`src/rtl/lpf_pkg.sv`:
```
// Package for the line prefix filter: field widths, codes and character constants.
// Used by the channel interfaces, the prefix match unit and the top level.
package lpf_pkg;

  localparam int unsigned OPCODE_W   = 2;
  localparam int unsigned DATA_W     = 8;
  localparam int unsigned STATUS_W   = 2;
  localparam int unsigned INDEX_W    = 16;
  localparam int unsigned CFG_IDX_W  = 4;
  localparam int unsigned CFG_DATA_W = 64;
  localparam int unsigned PLEN_W     = 4;
  localparam int unsigned MAXLEN_W   = 10;
  localparam int unsigned LIMIT_W    = 16;
  localparam int unsigned LINE_CNT_W = 11;

  localparam logic [DATA_W-1:0] WILDCARD = 8'h3F;
  localparam logic [DATA_W-1:0] CH_LF    = 8'h0A;
  localparam logic [DATA_W-1:0] CH_CR    = 8'h0D;

  localparam logic [CFG_IDX_W-1:0] CFG_PREFIX_CHARS    = 4'd0;
  localparam logic [CFG_IDX_W-1:0] CFG_PREFIX_LENGTH   = 4'd1;
  localparam logic [CFG_IDX_W-1:0] CFG_MAX_LINE_LENGTH = 4'd2;
  localparam logic [CFG_IDX_W-1:0] CFG_MESSAGE_LIMIT   = 4'd3;

  localparam logic [MAXLEN_W-1:0] MAXLEN_RESET = 10'd255;
  localparam logic [LIMIT_W-1:0]  LIMIT_RESET  = 16'd100;

  typedef enum logic [OPCODE_W-1:0] {
    OP_BYTE    = 2'd0,
    OP_TIMEOUT = 2'd1,
    OP_START   = 2'd2
  } op_e;

  typedef enum logic [STATUS_W-1:0] {
    ST_FOUND    = 2'd0,
    ST_NO_DATA  = 2'd1,
    ST_LINE_ERR = 2'd2,
    ST_LIMIT    = 2'd3
  } status_e;

  typedef enum logic [1:0] {
    PH_IDLE     = 2'd0,
    PH_START    = 2'd1,
    PH_LINE     = 2'd2,
    PH_AFTER_CR = 2'd3
  } phase_e;

  typedef struct packed {
    logic byte_miss;
    logic tail_miss;
  } match_t;

endpackage

```
`src/rtl/lpf_if.sv`:
```
// Valid/ready channel interfaces of the line prefix filter: items, results, configuration.
// Depends on lpf_pkg for the field widths.
interface lpf_in_if;
  logic                        valid;
  logic                        ready;
  logic [lpf_pkg::OPCODE_W-1:0] opcode;
  logic [lpf_pkg::DATA_W-1:0]   data_byte;
  modport source (output valid, output opcode, output data_byte, input ready);
  modport sink   (input valid, input opcode, input data_byte, output ready);
endinterface

interface lpf_out_if;
  logic                        valid;
  logic                        ready;
  logic [lpf_pkg::STATUS_W-1:0] search_status;
  logic [lpf_pkg::INDEX_W-1:0]  message_index;
  modport source (output valid, output search_status, output message_index, input ready);
  modport sink   (input valid, input search_status, input message_index, output ready);
endinterface

interface lpf_cfg_if;
  logic                          valid;
  logic                          ready;
  logic [lpf_pkg::CFG_IDX_W-1:0]  index;
  logic [lpf_pkg::CFG_DATA_W-1:0] data;
  modport source (output valid, output index, output data, input ready);
  modport sink   (input valid, input index, input data, output ready);
endinterface

```
`src/rtl/lpf_match.sv`:
```
// Prefix compare of the line prefix filter: per-byte mismatch and end-of-line tail check.
// Depends on lpf_pkg for widths, the wildcard code and the match_t result struct.
module lpf_match #(
  parameter int unsigned PREFIX_BYTES = 8
) (
  input  logic [PREFIX_BYTES*lpf_pkg::DATA_W-1:0] prefix_i,
  input  logic [lpf_pkg::PLEN_W-1:0]              prefix_len_i,
  input  logic [lpf_pkg::LINE_CNT_W-1:0]          line_cnt_i,
  input  logic [lpf_pkg::DATA_W-1:0]              data_byte_i,
  output lpf_pkg::match_t                         match_o
);

  logic [lpf_pkg::PLEN_W-1:0] eff_len;

  assign eff_len = (prefix_len_i > lpf_pkg::PLEN_W'(PREFIX_BYTES)) ?
                   lpf_pkg::PLEN_W'(PREFIX_BYTES) : prefix_len_i;

  always_comb begin
    logic [lpf_pkg::DATA_W-1:0] pb;
    logic                       in_len;
    logic                       fixed;
    match_o = '0;
    for (int j = 0; j < PREFIX_BYTES; j++) begin
      pb     = prefix_i[j*lpf_pkg::DATA_W +: lpf_pkg::DATA_W];
      in_len = lpf_pkg::PLEN_W'(j) < eff_len;
      fixed  = pb != lpf_pkg::WILDCARD;
      if (in_len && fixed && (line_cnt_i == lpf_pkg::LINE_CNT_W'(j)) &&
          (pb != data_byte_i)) begin
        match_o.byte_miss = 1'b1;
      end
      if (in_len && fixed && (line_cnt_i <= lpf_pkg::LINE_CNT_W'(j)) &&
          (pb != '0)) begin
        match_o.tail_miss = 1'b1;
      end
    end
  end

endmodule

```
`src/rtl/line_prefix_filter.sv`:
```
// Top level of the line prefix filter: input register, search state, result register.
// Depends on lpf_pkg, the channel interfaces in lpf_if and the lpf_match compare unit.
//
//   channel  dir  transfer when           payload
//   in_i     in   in_i.valid & ready      opcode, data_byte
//   out_o    out  out_o.valid & ready     search_status, message_index
//   cfg_i    in   cfg_i.valid & ready     index, data (always ready)
//
// One item is taken every cycle unless out_o stalls; its result, if any, is registered.
// The sustained rate is set by the single input register feeding the single result register.
// Reset clears the search state, both valid bits and the configuration to its reset values.
// While a result waits on out_o, the item in the input register holds and in_i.ready drops
// only once that register is full.
module line_prefix_filter #(
  parameter int unsigned PREFIX_BYTES      = 8,
  parameter int unsigned MESSAGE_LIMIT_MAX = 65535
) (
  input  logic      clk_i,
  input  logic      rst_ni,
  lpf_in_if.sink    in_i,
  lpf_out_if.source out_o,
  lpf_cfg_if.sink   cfg_i
);

  localparam int unsigned PFX_W = PREFIX_BYTES * lpf_pkg::DATA_W;
  localparam int unsigned MD_W  = $clog2(MESSAGE_LIMIT_MAX + 1);

  logic [PFX_W-1:0]               prefix_q;
  logic [lpf_pkg::PLEN_W-1:0]     prefix_len_q;
  logic [lpf_pkg::MAXLEN_W-1:0]   max_len_q;
  logic [lpf_pkg::LIMIT_W-1:0]    limit_q;

  logic                           s1_valid_q, s1_valid_d;
  logic [lpf_pkg::OPCODE_W-1:0]   s1_op_q;
  logic [lpf_pkg::DATA_W-1:0]     s1_byte_q;

  lpf_pkg::phase_e                phase_q, phase_d;
  logic [lpf_pkg::LINE_CNT_W-1:0] line_cnt_q, line_cnt_d;
  logic                           mismatch_q, mismatch_d;
  logic [MD_W-1:0]                msgs_q, msgs_d;

  logic                           out_valid_q, out_valid_d;
  logic [lpf_pkg::STATUS_W-1:0]   out_status_q, out_status_d;
  logic [lpf_pkg::INDEX_W-1:0]    out_index_q, out_index_d;

  logic                           out_free, proc;
  lpf_pkg::op_e                   op;
  logic [lpf_pkg::LIMIT_W-1:0]    eff_limit;
  logic [MD_W-1:0]                msgs_inc;
  logic                           limit_hit, overlong, line_miss;
  lpf_pkg::match_t                match;

  assign cfg_i.ready = 1'b1;

  always_ff @(posedge clk_i or negedge rst_ni) begin
    if (!rst_ni) begin
      prefix_q     <= '0;
      prefix_len_q <= '0;
      max_len_q    <= lpf_pkg::MAXLEN_RESET;
      limit_q      <= lpf_pkg::LIMIT_RESET;
    end else if (cfg_i.valid) begin
      unique case (cfg_i.index)
        lpf_pkg::CFG_PREFIX_CHARS:    prefix_q     <= cfg_i.data[PFX_W-1:0];
        lpf_pkg::CFG_PREFIX_LENGTH:   prefix_len_q <= cfg_i.data[lpf_pkg::PLEN_W-1:0];
        lpf_pkg::CFG_MAX_LINE_LENGTH: max_len_q    <= cfg_i.data[lpf_pkg::MAXLEN_W-1:0];
        lpf_pkg::CFG_MESSAGE_LIMIT:   limit_q      <= cfg_i.data[lpf_pkg::LIMIT_W-1:0];
        default: ;
      endcase
    end
  end

  assign out_free   = !out_valid_q || out_o.ready;
  assign proc       = s1_valid_q && out_free;
  assign in_i.ready = !s1_valid_q || out_free;
  assign s1_valid_d = in_i.ready ? in_i.valid : s1_valid_q;

  always_ff @(posedge clk_i or negedge rst_ni) begin
    if (!rst_ni) begin
      s1_valid_q <= 1'b0;
    end else begin
      s1_valid_q <= s1_valid_d;
    end
  end

  always_ff @(posedge clk_i) begin
    if (in_i.ready && in_i.valid) begin
      s1_op_q   <= in_i.opcode;
      s1_byte_q <= in_i.data_byte;
    end
  end

  lpf_match #(
    .PREFIX_BYTES(PREFIX_BYTES)
  ) u_match (
    .prefix_i    (prefix_q),
    .prefix_len_i(prefix_len_q),
    .line_cnt_i  (line_cnt_q),
    .data_byte_i (s1_byte_q),
    .match_o     (match)
  );

  assign op        = lpf_pkg::op_e'(s1_op_q);
  assign eff_limit = (limit_q > lpf_pkg::LIMIT_W'(MESSAGE_LIMIT_MAX)) ?
                     lpf_pkg::LIMIT_W'(MESSAGE_LIMIT_MAX) : limit_q;
  assign msgs_inc  = msgs_q + 1'b1;
  assign limit_hit = lpf_pkg::LIMIT_W'(msgs_inc) >= eff_limit;
  assign overlong  = line_cnt_q > lpf_pkg::LINE_CNT_W'(max_len_q);
  assign line_miss = mismatch_q || match.tail_miss;

  always_comb begin
    phase_d = phase_q;
    if (proc) begin
      unique case (op)
        lpf_pkg::OP_START: begin
          phase_d = (eff_limit == '0) ? lpf_pkg::PH_IDLE : lpf_pkg::PH_START;
        end
        lpf_pkg::OP_TIMEOUT: phase_d = lpf_pkg::PH_IDLE;
        lpf_pkg::OP_BYTE: begin
          priority if (phase_q == lpf_pkg::PH_IDLE) begin
            phase_d = lpf_pkg::PH_IDLE;
          end else if (phase_q == lpf_pkg::PH_AFTER_CR ||
                       (!overlong && s1_byte_q == lpf_pkg::CH_LF)) begin
            phase_d = (!line_miss || limit_hit) ? lpf_pkg::PH_IDLE : lpf_pkg::PH_START;
          end else if (overlong) begin
            phase_d = lpf_pkg::PH_IDLE;
          end else if (s1_byte_q == lpf_pkg::CH_CR) begin
            phase_d = lpf_pkg::PH_AFTER_CR;
          end else begin
            phase_d = lpf_pkg::PH_LINE;
          end
        end
        default: ;
      endcase
    end
  end

  always_comb begin
    line_cnt_d   = line_cnt_q;
    mismatch_d   = mismatch_q;
    msgs_d       = msgs_q;
    out_valid_d  = out_valid_q && !out_o.ready;
    out_status_d = out_status_q;
    out_index_d  = out_index_q;
    if (proc) begin
      unique case (op)
        lpf_pkg::OP_START: begin
          line_cnt_d = '0;
          mismatch_d = 1'b0;
          msgs_d     = '0;
          if (eff_limit == '0) begin
            out_valid_d  = 1'b1;
            out_status_d = lpf_pkg::ST_LIMIT;
            out_index_d  = '0;
          end
        end
        lpf_pkg::OP_TIMEOUT: begin
          if (phase_q != lpf_pkg::PH_IDLE) begin
            out_valid_d  = 1'b1;
            out_status_d = (phase_q == lpf_pkg::PH_START) ? lpf_pkg::ST_NO_DATA :
                                                            lpf_pkg::ST_LINE_ERR;
            out_index_d  = lpf_pkg::INDEX_W'(msgs_q);
          end
        end
        lpf_pkg::OP_BYTE: begin
          priority if (phase_q == lpf_pkg::PH_IDLE) begin
            out_valid_d = out_valid_q && !out_o.ready;
          end else if (phase_q == lpf_pkg::PH_AFTER_CR ||
                       (!overlong && s1_byte_q == lpf_pkg::CH_LF)) begin
            if (!line_miss) begin
              out_valid_d  = 1'b1;
              out_status_d = lpf_pkg::ST_FOUND;
              out_index_d  = lpf_pkg::INDEX_W'(msgs_q);
            end else begin
              msgs_d     = msgs_inc;
              line_cnt_d = '0;
              mismatch_d = 1'b0;
              if (limit_hit) begin
                out_valid_d  = 1'b1;
                out_status_d = lpf_pkg::ST_LIMIT;
                out_index_d  = lpf_pkg::INDEX_W'(msgs_inc);
              end
            end
          end else if (overlong) begin
            out_valid_d  = 1'b1;
            out_status_d = lpf_pkg::ST_LINE_ERR;
            out_index_d  = lpf_pkg::INDEX_W'(msgs_q);
          end else if (s1_byte_q != lpf_pkg::CH_CR) begin
            mismatch_d = mismatch_q || match.byte_miss;
            line_cnt_d = line_cnt_q + 1'b1;
          end
        end
        default: ;
      endcase
    end
  end

  always_ff @(posedge clk_i or negedge rst_ni) begin
    if (!rst_ni) begin
      phase_q     <= lpf_pkg::PH_IDLE;
      line_cnt_q  <= '0;
      mismatch_q  <= 1'b0;
      msgs_q      <= '0;
      out_valid_q <= 1'b0;
    end else begin
      phase_q     <= phase_d;
      line_cnt_q  <= line_cnt_d;
      mismatch_q  <= mismatch_d;
      msgs_q      <= msgs_d;
      out_valid_q <= out_valid_d;
    end
  end

  always_ff @(posedge clk_i) begin
    out_status_q <= out_status_d;
    out_index_q  <= out_index_d;
  end

  assign out_o.valid         = out_valid_q;
  assign out_o.search_status = out_status_q;
  assign out_o.message_index = out_index_q;

endmodule
```
`src/flat_wrapper.sv`:
```
// flat-port wrapper written by rule: the top's interface ports become plain ports
module line_prefix_filter_flat 
#(
  parameter int unsigned PREFIX_BYTES      = 8,
  parameter int unsigned MESSAGE_LIMIT_MAX = 65535
)
  (clk_i, rst_ni, in_i_valid, in_i_opcode, in_i_data_byte, in_i_ready, out_o_valid, out_o_search_status, out_o_message_index, out_o_ready, cfg_i_valid, cfg_i_index, cfg_i_data, cfg_i_ready);
  lpf_in_if in_i_i ();
  lpf_out_if out_o_i ();
  lpf_cfg_if cfg_i_i ();
  input  logic clk_i;
  input  logic rst_ni;
  input wire logic [$bits(in_i_i.valid)-1:0] in_i_valid;
  input wire logic [$bits(in_i_i.opcode)-1:0] in_i_opcode;
  input wire logic [$bits(in_i_i.data_byte)-1:0] in_i_data_byte;
  output wire logic [$bits(in_i_i.ready)-1:0] in_i_ready;
  output wire logic [$bits(out_o_i.valid)-1:0] out_o_valid;
  output wire logic [$bits(out_o_i.search_status)-1:0] out_o_search_status;
  output wire logic [$bits(out_o_i.message_index)-1:0] out_o_message_index;
  input wire logic [$bits(out_o_i.ready)-1:0] out_o_ready;
  input wire logic [$bits(cfg_i_i.valid)-1:0] cfg_i_valid;
  input wire logic [$bits(cfg_i_i.index)-1:0] cfg_i_index;
  input wire logic [$bits(cfg_i_i.data)-1:0] cfg_i_data;
  output wire logic [$bits(cfg_i_i.ready)-1:0] cfg_i_ready;
  assign in_i_i.valid = in_i_valid;
  assign in_i_i.opcode = in_i_opcode;
  assign in_i_i.data_byte = in_i_data_byte;
  assign in_i_ready = in_i_i.ready;
  assign out_o_valid = out_o_i.valid;
  assign out_o_search_status = out_o_i.search_status;
  assign out_o_message_index = out_o_i.message_index;
  assign out_o_i.ready = out_o_ready;
  assign cfg_i_i.valid = cfg_i_valid;
  assign cfg_i_i.index = cfg_i_index;
  assign cfg_i_i.data = cfg_i_data;
  assign cfg_i_ready = cfg_i_i.ready;
  line_prefix_filter #(.PREFIX_BYTES(PREFIX_BYTES), .MESSAGE_LIMIT_MAX(MESSAGE_LIMIT_MAX)) u_core (.clk_i(clk_i), .rst_ni(rst_ni), .in_i(in_i_i), .out_o(out_o_i), .cfg_i(cfg_i_i));
endmodule
```
`config.mk`:
```
export PLATFORM = sky130hd
export DESIGN_NAME = line_prefix_filter_flat
export DESIGN_NICKNAME = d
export VERILOG_FILES = /design/src/rtl/lpf_pkg.sv /design/src/rtl/lpf_if.sv /design/src/rtl/lpf_match.sv /design/src/rtl/line_prefix_filter.sv /design/src/flat_wrapper.sv
export SDC_FILE = /design/constraint.sdc
export NUM_CORES = 1
export LEC_CHECK = 0
export ABC_AREA = 1
export BUFFER_PORTS_ARGS = -buffer_cell sky130_fd_sc_hd__buf_2
export CAP_MARGIN = 40
export CORE_MARGIN = 3
export CORE_UTILIZATION = 33
export CTS_BUF_LIST = sky130_fd_sc_hd__clkbuf_8
export CTS_CLUSTER_SIZE = 28
export DETAILED_ROUTE_END_ITERATION = 8
export MAX_ROUTING_LAYER = met4
export PLACE_DENSITY_LB_ADDON = 0.25
export SYNTH_ARGS = -nofsm -noshare
export SYNTH_HDL_FRONTEND = slang
export SYNTH_SLANG_ARGS = --single-unit
```
`constraint.sdc`:
```
create_clock -name clk_i -period 2.8 [get_ports clk_i]
set_input_delay 0.84 -clock clk_i [delete_from_list [all_inputs] [get_ports clk_i]]
set_output_delay 0.84 -clock clk_i [all_outputs]
set_load 0.1 [all_outputs]
```
==> impl_metrics.csv, run 1 <==
group,metric,value,unit
synth,yosysSeqAreaShare,43.83,%
timing,slew_headroom,59.53,%
timing,rsz0062_at_grt,"yes",
grt,grt_pass1_vias,7167,
route,ant_nets,0,
route,vias,7466,
floorplan,rows,60,
layout,area_growth,20.35,%
grt,met3_usage,2.561,%
placed_design,place_ws,-349.6,ps
synth,ys_ff_latch,154,
timing,timing.final.crit_share,110.6,%
pwr,power,6.818,mW
worst_setup_path,r2r_start,"u_core.msgs_q[1]",
timing,fin_ws,-297.5,ps
timing,fin_setup_tns,-5470,ps
route,viasPerCell,4.552,
timing,slew_violations,0,
placed_design,place.gp.congestion,0.8955,
floorplan,pin_count,104,
clock_network,clock_latency,460,ps
clock_network,cts_buffers,17,
worst_setup_path,endpoint_kind,"flop",
placed_design,io_buffers,102,
clock_network,cts_buffer_depth,2,
timing,finalSetupViolCount,20,
synth,synth_edf_count,28,
synth,ys_async_sr_fraction,81.82,%
synth,ys_warn_count,0,
clock_network,cts_max_level,4,
floorplan,initial_core_util,33.74,%
floorplan,die_w,172.5,µm
timing,period_needed,3098,ps
pwr,peakVddDrop,0.4206,mV
grt,grtUsageMet2,25.41,%
synth,postSynthAreaPerCell,8.313,µm²
clock_network,hold_buffers,0,
layout,fillers,2814,
floorplan,die_area,0.02974,mm²
worst_setup_path,cp-start-kind,"flop",
layout,drive_gt1_share,24.76,%
route,drc,0,
grt,busiest_layer,"met2",
clock_network,cts_tree,"built",
min_path,hold_path_class,"input port to async pin",
timing,hold_viol,0,
clock_network,cts.sinks,154,
grt,grt_util_met1,22.50,%
worst_setup_path,r2r_slack,-300,ps
placed_design,dpl.hpwl,16.99,mm
pwr,p_leak,5.309,nW
status,outcome,"finished, violations left",
route,wl_per_cell,13.72,µm
route,drt-total-wl,22.49,mm
grt,antenna_found_initial,0,
route,detail_route.iter0.violations,396,
clock_network,cts_root_buf,"clkbuf_8",
pwr,powerDensity,619.6,mW/mm²
timing,holdWs,266.3,ps
flow_run,cap_violations,0,
synth,synthesis.nets,1218,
worst_setup_path,path_max_fanout,18,
grt,track_usage,16.33,%
route,drtPass1Iterations,4,
timing,fmax,0.3228,GHz
worst_setup_path,cp_data_arrival_time,3310,ps
floorplan,core_area,0.02710,mm²
worst_setup_path,r2r-end,"u_core.out_o.message_index[2]",
grt,grt_first_pass_wirelength,37.27,mm
worst_setup_path,reg2reg_depth,24,
synth,ys_types,46,
placed_design,dp_cells,1597,
synth,syn_area,0.009144,mm²
grt,grt_max_degree,62,
layout,finalNonFillerCells,1640,
synth,yosys_most_used_dff,"dfrtp_1",
worst_setup_path,crit_type,"flop to flop",
grt,grt.overflow.total,0,
worst_setup_path,cp.required,3010,ps
timing,finalClockSkew,21.11,ps
timing,tightest_slew,606.3,ps
synth,netlist_instances,1100,
status,violations,"setup timing",
clock_network,clkSlewWorstSetupHoldPaths,100,ps
layout,fin_nets,1373,
layout,num_antenna_cells,0,
floorplan,die_h,172.5,µm
==> layout by cell type, fill, tap and decap left out, drive strengths merged, types with 19 or more instances in the layout <==
cell type | synthesis | routed
inv | 113 | 119
clkbuf | 12 | 19
nand3 | 39 | 39
xor2 | 29 | 29
o21ai | 88 | 88
nand2 | 305 | 305
buf | 20 | 168
ha | 35 | 35
edfxtp | 28 | 28
mux2 | 42 | 42
nor2 | 139 | 139
xnor2 | 52 | 52
dfrtp | 115 | 115
a21oi | 21 | 21
==> what timing repair did <==
action,in CTS,in global routing
gates resized for setup,12,8
pin swaps,8,5
setup endpoints to repair,20,20
setup buffers,9,5
==> flip-flops by register name (all words and copies together) (netlist names), 4 cells and up <==
| register | count |
|---|---|
| u_core.prefix_q | 64 |
| u_core.max_len_q | 10 |
| u_core.out_o.message_index | 16 |
| u_core.prefix_len_q | 4 |
| u_core.limit_q | 16 |
| u_core.line_cnt_q | 11 |
| u_core.msgs_q | 16 |
| u_core.s1_byte_q | 8 |
==> per-layer routing <==
layer	up-vias	share of wire, %
li1	3829	-
met1	3463	49
met2	157	46
met3	17	3.6
met4	0	1.3
met5	-	0
==> power breakdown <==
| group | switching (mW) | internal (mW) |
|---|---|---|
| combinational | 1.14 | 0.743 |
| sequential | 0.359 | 2.68 |
| clock | 0.945 | 0.954 |
==> Yosys cell counts (all sizes together), types with 2 or more instances <==
cell type,instances,area (µm²)
a21boi,3,22.52
xor2,29,254.0
dfstp,11,289.0
nor3,15,80.08
dfrtp,115,2878
ha,35,437.9
o21a,2,15.01
nor2,139,580.6
edfxtp,28,840.8
mux2,42,473.0
a21oi,21,105.1
clkbuf,12,45.04
o21ai,88,462.9
xnor2,52,455.4
nand2,305,1215
nand4,15,100.1
buf,20,137.6
inv,113,424.2
a31oi,3,18.77
nand3,39,215.2
nor4,3,18.77
==> critical path: stages, from the launching register on <==
cell and delay, ps:
dfrtp_1 380, nand2_1 100, nor2_4 100, nand3_2 70
nor2_2 100, inv_2 50, nor2_4 110, nand4_4 120
buf_4 160, xor2_1 120, inv_1 70, ha_1 300
nand2_1 60, inv_1 50, o21ai_1 70, a21oi_1 80
nor2_1 130, nand2_1 80, nor2_2 150, nand3_2 100
nand2_1 70, nand2_1 60, nand2_2 80, clkinvlp_4 90
buf_12 160
==> how the worst max path moves through the flow <==
stage,startpoint,endpoint,cells after the start
finish,u_core.msgs_q[1],u_core.out_o.message_index[2],24
global route,u_core.msgs_q[0],u_core.out_o.search_status[0],21
CTS,u_core.msgs_q[1],u_core.out_o.message_index[2],23
detailed placement,u_core.msgs_q[0],u_core.out_o.message_index[12],21
global placement,u_core.msgs_q[0],u_core.out_o.message_index[11],21
floorplan,u_core.msgs_q[2],u_core.out_o.message_index[0],22
==> layout make-up <==
class	count	area [µm²]	share of cell area, %
tap	372	465.4	4.230
clock buffer	19	261.5	2.376
multi-input combinational	801	4616	41.94
clock inverter	13	176.4	1.603
inverter	113	427.9	3.889
timing repair buffer	168	1050	9.540
sequential	154	4008	36.42
==> kinds of logic after synthesis <==
| group | after synthesis | share of synthesized area, % |
|---|---|---|
| flops | 154 | 43.83 |
| compound gates | 122 | 7.252 |
| simple gates | 519 | 24.41 |
| mux | 43 | 5.282 |
| xor+xnor | 81 | 7.759 |
| other cells | 1 | 0.04101 |
| buf+inv | 145 | 6.636 |
| fa+ha+maj | 35 | 4.789 |
==> per-stage QoR <==
stage	util, %	cell area [µm²]
6_report	40.60	11000
4_1_cts	40.36	10940
3_3_place_gp	38.41	10410
2_1_floorplan	-	9150
3_5_place_dp	38.41	10410
5_1_grt	40.60	11000
Power figures use the tool's default switching activity.
==> run 2, diff against run 1 <==
--- a/config.mk
+++ b/config.mk
@@ -9,7 +9,7 @@
 export BUFFER_PORTS_ARGS = -buffer_cell sky130_fd_sc_hd__buf_2
 export CAP_MARGIN = 40
 export CORE_MARGIN = 3
-export CORE_UTILIZATION = 33
+export CORE_UTILIZATION = 45
 export CTS_BUF_LIST = sky130_fd_sc_hd__clkbuf_8
 export CTS_CLUSTER_SIZE = 28
 export DETAILED_ROUTE_END_ITERATION = 8
==> constraint.sdc (replaced) <==
create_clock -name clk_i -period 2.8 [get_ports clk_i]
set_input_delay 0.84 -clock clk_i [delete_from_list [all_inputs] [get_ports clk_i]]
set_output_delay 0.84 -clock clk_i [all_outputs]
set_load 0.02 [all_outputs]
==> run 2 against run 1 <==
Against the previous run: the run still ends with setup timing left; via count fell by 0.63%; hold slack improved by 75 ps; power fell by 4.7%; register-to-register slack improved by 20 ps; clock skew fell by 2.4 ps; sequential share of layout area rose by 0.94 points; non-clock buffer count fell by 14; count of clock-buffer cells in the layout fell by 1; critical path type unchanged; largest power group unchanged.
==> impl_metrics.csv, run 2 (same netlist as run 1, synthesis figures left out) <==
group,metric,value,unit
layout,fillers,1822,
floorplan,die_area,0.02207,mm²
timing,rsz0062_at_grt,"yes",
clock_network,cts_tree,"built",
pwr,p_sw_share,34.62,%
worst_setup_path,crit_path_cell_trace,"inv_2, nor2_4, nand3_2, nor2_2, inv_2, nor2_4, nand4_4, buf_6, xor2_1, inv_1, ha_1, nand2_1, inv_1, o21ai_1, a21oi_1, nor2_1, nand2_1, nor2_2, nand3_2, nand2_1, nand2_1, nand2_2, clkinvlp_4, buf_12",
layout,layout_common_cells,"285 x nand2_1, 127 x nor2_1, 115 x dfrtp_1",
worst_setup_path,crit_top_cell,"nand2_1",
grt,grt_max_degree,54,
flow_run,cap_violations,0,
placed_design,place.gp.congestion,0.8871,
pwr,power,6.498,mW
timing,holdWs,341.6,ps
route,viasPerCell,4.884,
layout,num_antenna_cells,0,
pwr,powerDensity,605.7,mW/mm²
route,detail_route.iter0.violations,468,
clock_network,cts_buffers,17,
floorplan,rows,51,
timing,tightest_slew,593.4,ps
grt,grt_pass1_vias,7249,
worst_setup_path,r2r_slack,-280,ps
worst_setup_path,crit_type,"flop to flop",
floorplan,die_h,148.5,µm
layout,largest_reg_flops,64,
pwr,pwr-share-clk,27.3,%
pwr,p_sw,2.249,mW
clock_network,cts_buffer_depth,2,
timing,timing.final.crit_share,109.9,%
floorplan,initial_core_util,46.37,%
clock_network,clkSlewWorstSetupHoldPaths,90,ps
floorplan,pin_count,104,
clock_network,cts_root_buf,"clkbuf_8",
worst_setup_path,reg2reg_depth,24,
worst_setup_path,r2r_start,"u_core.msgs_q[0]",
route,drt-total-wl,21.75,mm
worst_setup_path,cp_data_arrival_time,3300,ps
timing,finalSetupViolCount,20,
grt,track_usage,20.99,%
layout,layout_commonest_cell,"nand2_1",
min_path,hold_path_class,"input port to async pin",
grt,antenna_found_initial,0,
timing,slew_violations,0,
timing,finalClockSkew,18.68,ps
floorplan,die_w,148.5,µm
layout,regMostFlops,"u_core.prefix_q",
timing,fmax,0.3251,GHz
pwr,peakVddDrop,0.3308,mV
timing,period_needed,3076,ps
route,ant_nets,0,
worst_setup_path,path_max_fanout,18,
clock_network,hold_buffers,0,
timing,hold_viol,0,
layout,area_growth,17.32,%
timing,fin_ws,-276.3,ps
route,vias,7419,
worst_setup_path,cp_slowest_cell,"dfrtp_1",
clock_network,clock_latency,470,ps
worst_setup_path,cp-start-kind,"flop",
pwr,power.internal,4.249,mW
status,violations,"setup timing",
worst_setup_path,cp.required,3030,ps
route,drc,0,
grt,grt_first_pass_wirelength,35.84,mm
layout,fin_nets,1359,
route,wl_per_cell,14.32,µm
pwr,power_frac_seq,46.8,%
layout,drive_gt1_share,23.84,%
worst_setup_path,r2r-end,"u_core.out_o.message_index[0]",
clock_network,cts_max_level,4,
worst_setup_path,critical-path-max-stage-delay,400,ps
placed_design,io_buffers,102,
grt,grt.overflow.total,0,
status,outcome,"finished, violations left",
placed_design,dpl.hpwl,16.30,mm
floorplan,core_area,0.01972,mm²
pwr,p_leak,5.219,nW
worst_setup_path,endpoint_kind,"flop",
pwr,combPwrFrac,25.9,%
timing,slew_headroom,60.40,%
route,drtPass1Iterations,7,
clock_network,cts.sinks,154,
## run 2: area by class of cell
cell class,instances,area [µm²],area share (%)
clock inverter,14,160.2,1.493
sequential,154,4008,37.36
tap,265,331.6,3.091
inverter,113,427.9,3.989
multi-input combinational,801,4608,42.96
clock buffer,18,247.7,2.309
timing repair buffer,154,944.7,8.806
## run 2: critical path, delay by kind of cell, from the launching register on
family	cells	cell delay [ps]
xor+xnor	1	130
buf+inv	7	640
fa+ha+maj	1	300
flops	1	400
simple gates	13	1210
compound gates	2	160
## run 2: power by group through the flow
stage                     Sequential [mW]  Combinational [mW]  Clock (mW)
after floorplan                      3.02                1.24           0
after global placement               3.06                1.63           0
after detailed placement             3.08                1.68           0
after CTS                            3.04                1.70        1.81
after global routing                 3.10                1.93        1.91
final                                3.04                1.69        1.77
## run 2: metrics by stage
step / TNS, ps / utilization (%) / setup slack [ps] / cell area, µm² / cells
3_3_place_gp: -3748 / 51.73 / -209.5 / 10200 / 1480
4_1_cts: -4751 / 54.18 / -264.5 / 10680 / 1517
2_1_floorplan: -3166 / - / -175.9 / 9150 / 1100
5_1_grt: -9632 / 54.41 / -510.3 / 10730 / 1519
3_5_place_dp: -6524 / 51.73 / -348.0 / 10200 / 1480
6_report: -4919 / 54.41 / -276.3 / 10730 / 1519
## run 2: metal layers
layer	vias to the layer above	GRT usage [%]	wire (µm)
met1	3434	27.28	10240
li1	3805	-	-
met5	-	-	0
met4	0	5.219	248
met3	19	3.138	862
met2	161	34.80	10410
## run 2: timing repair
action	in CTS	in global routing
buffers inserted	6	2
gates resized for setup	11	8
pin swaps	2	7
cloned	0	0
setup endpoints to repair	20	20
## run 2: worst max path at each step
stage                           startpoint                             end  slack, ps  cells after the start
final                     u_core.msgs_q[0]   u_core.out_o.message_index[0]       -280                     24
after global placement    u_core.msgs_q[0]  u_core.out_o.message_index[12]       -210                     23
after CTS                 u_core.msgs_q[0]   u_core.out_o.message_index[0]       -260                     23
after global routing      u_core.msgs_q[0]   u_core.out_o.message_index[0]       -510                     20
after detailed placement  u_core.msgs_q[0]  u_core.out_o.message_index[11]       -350                     23
after floorplan           u_core.msgs_q[2]   u_core.out_o.message_index[0]       -180                     22
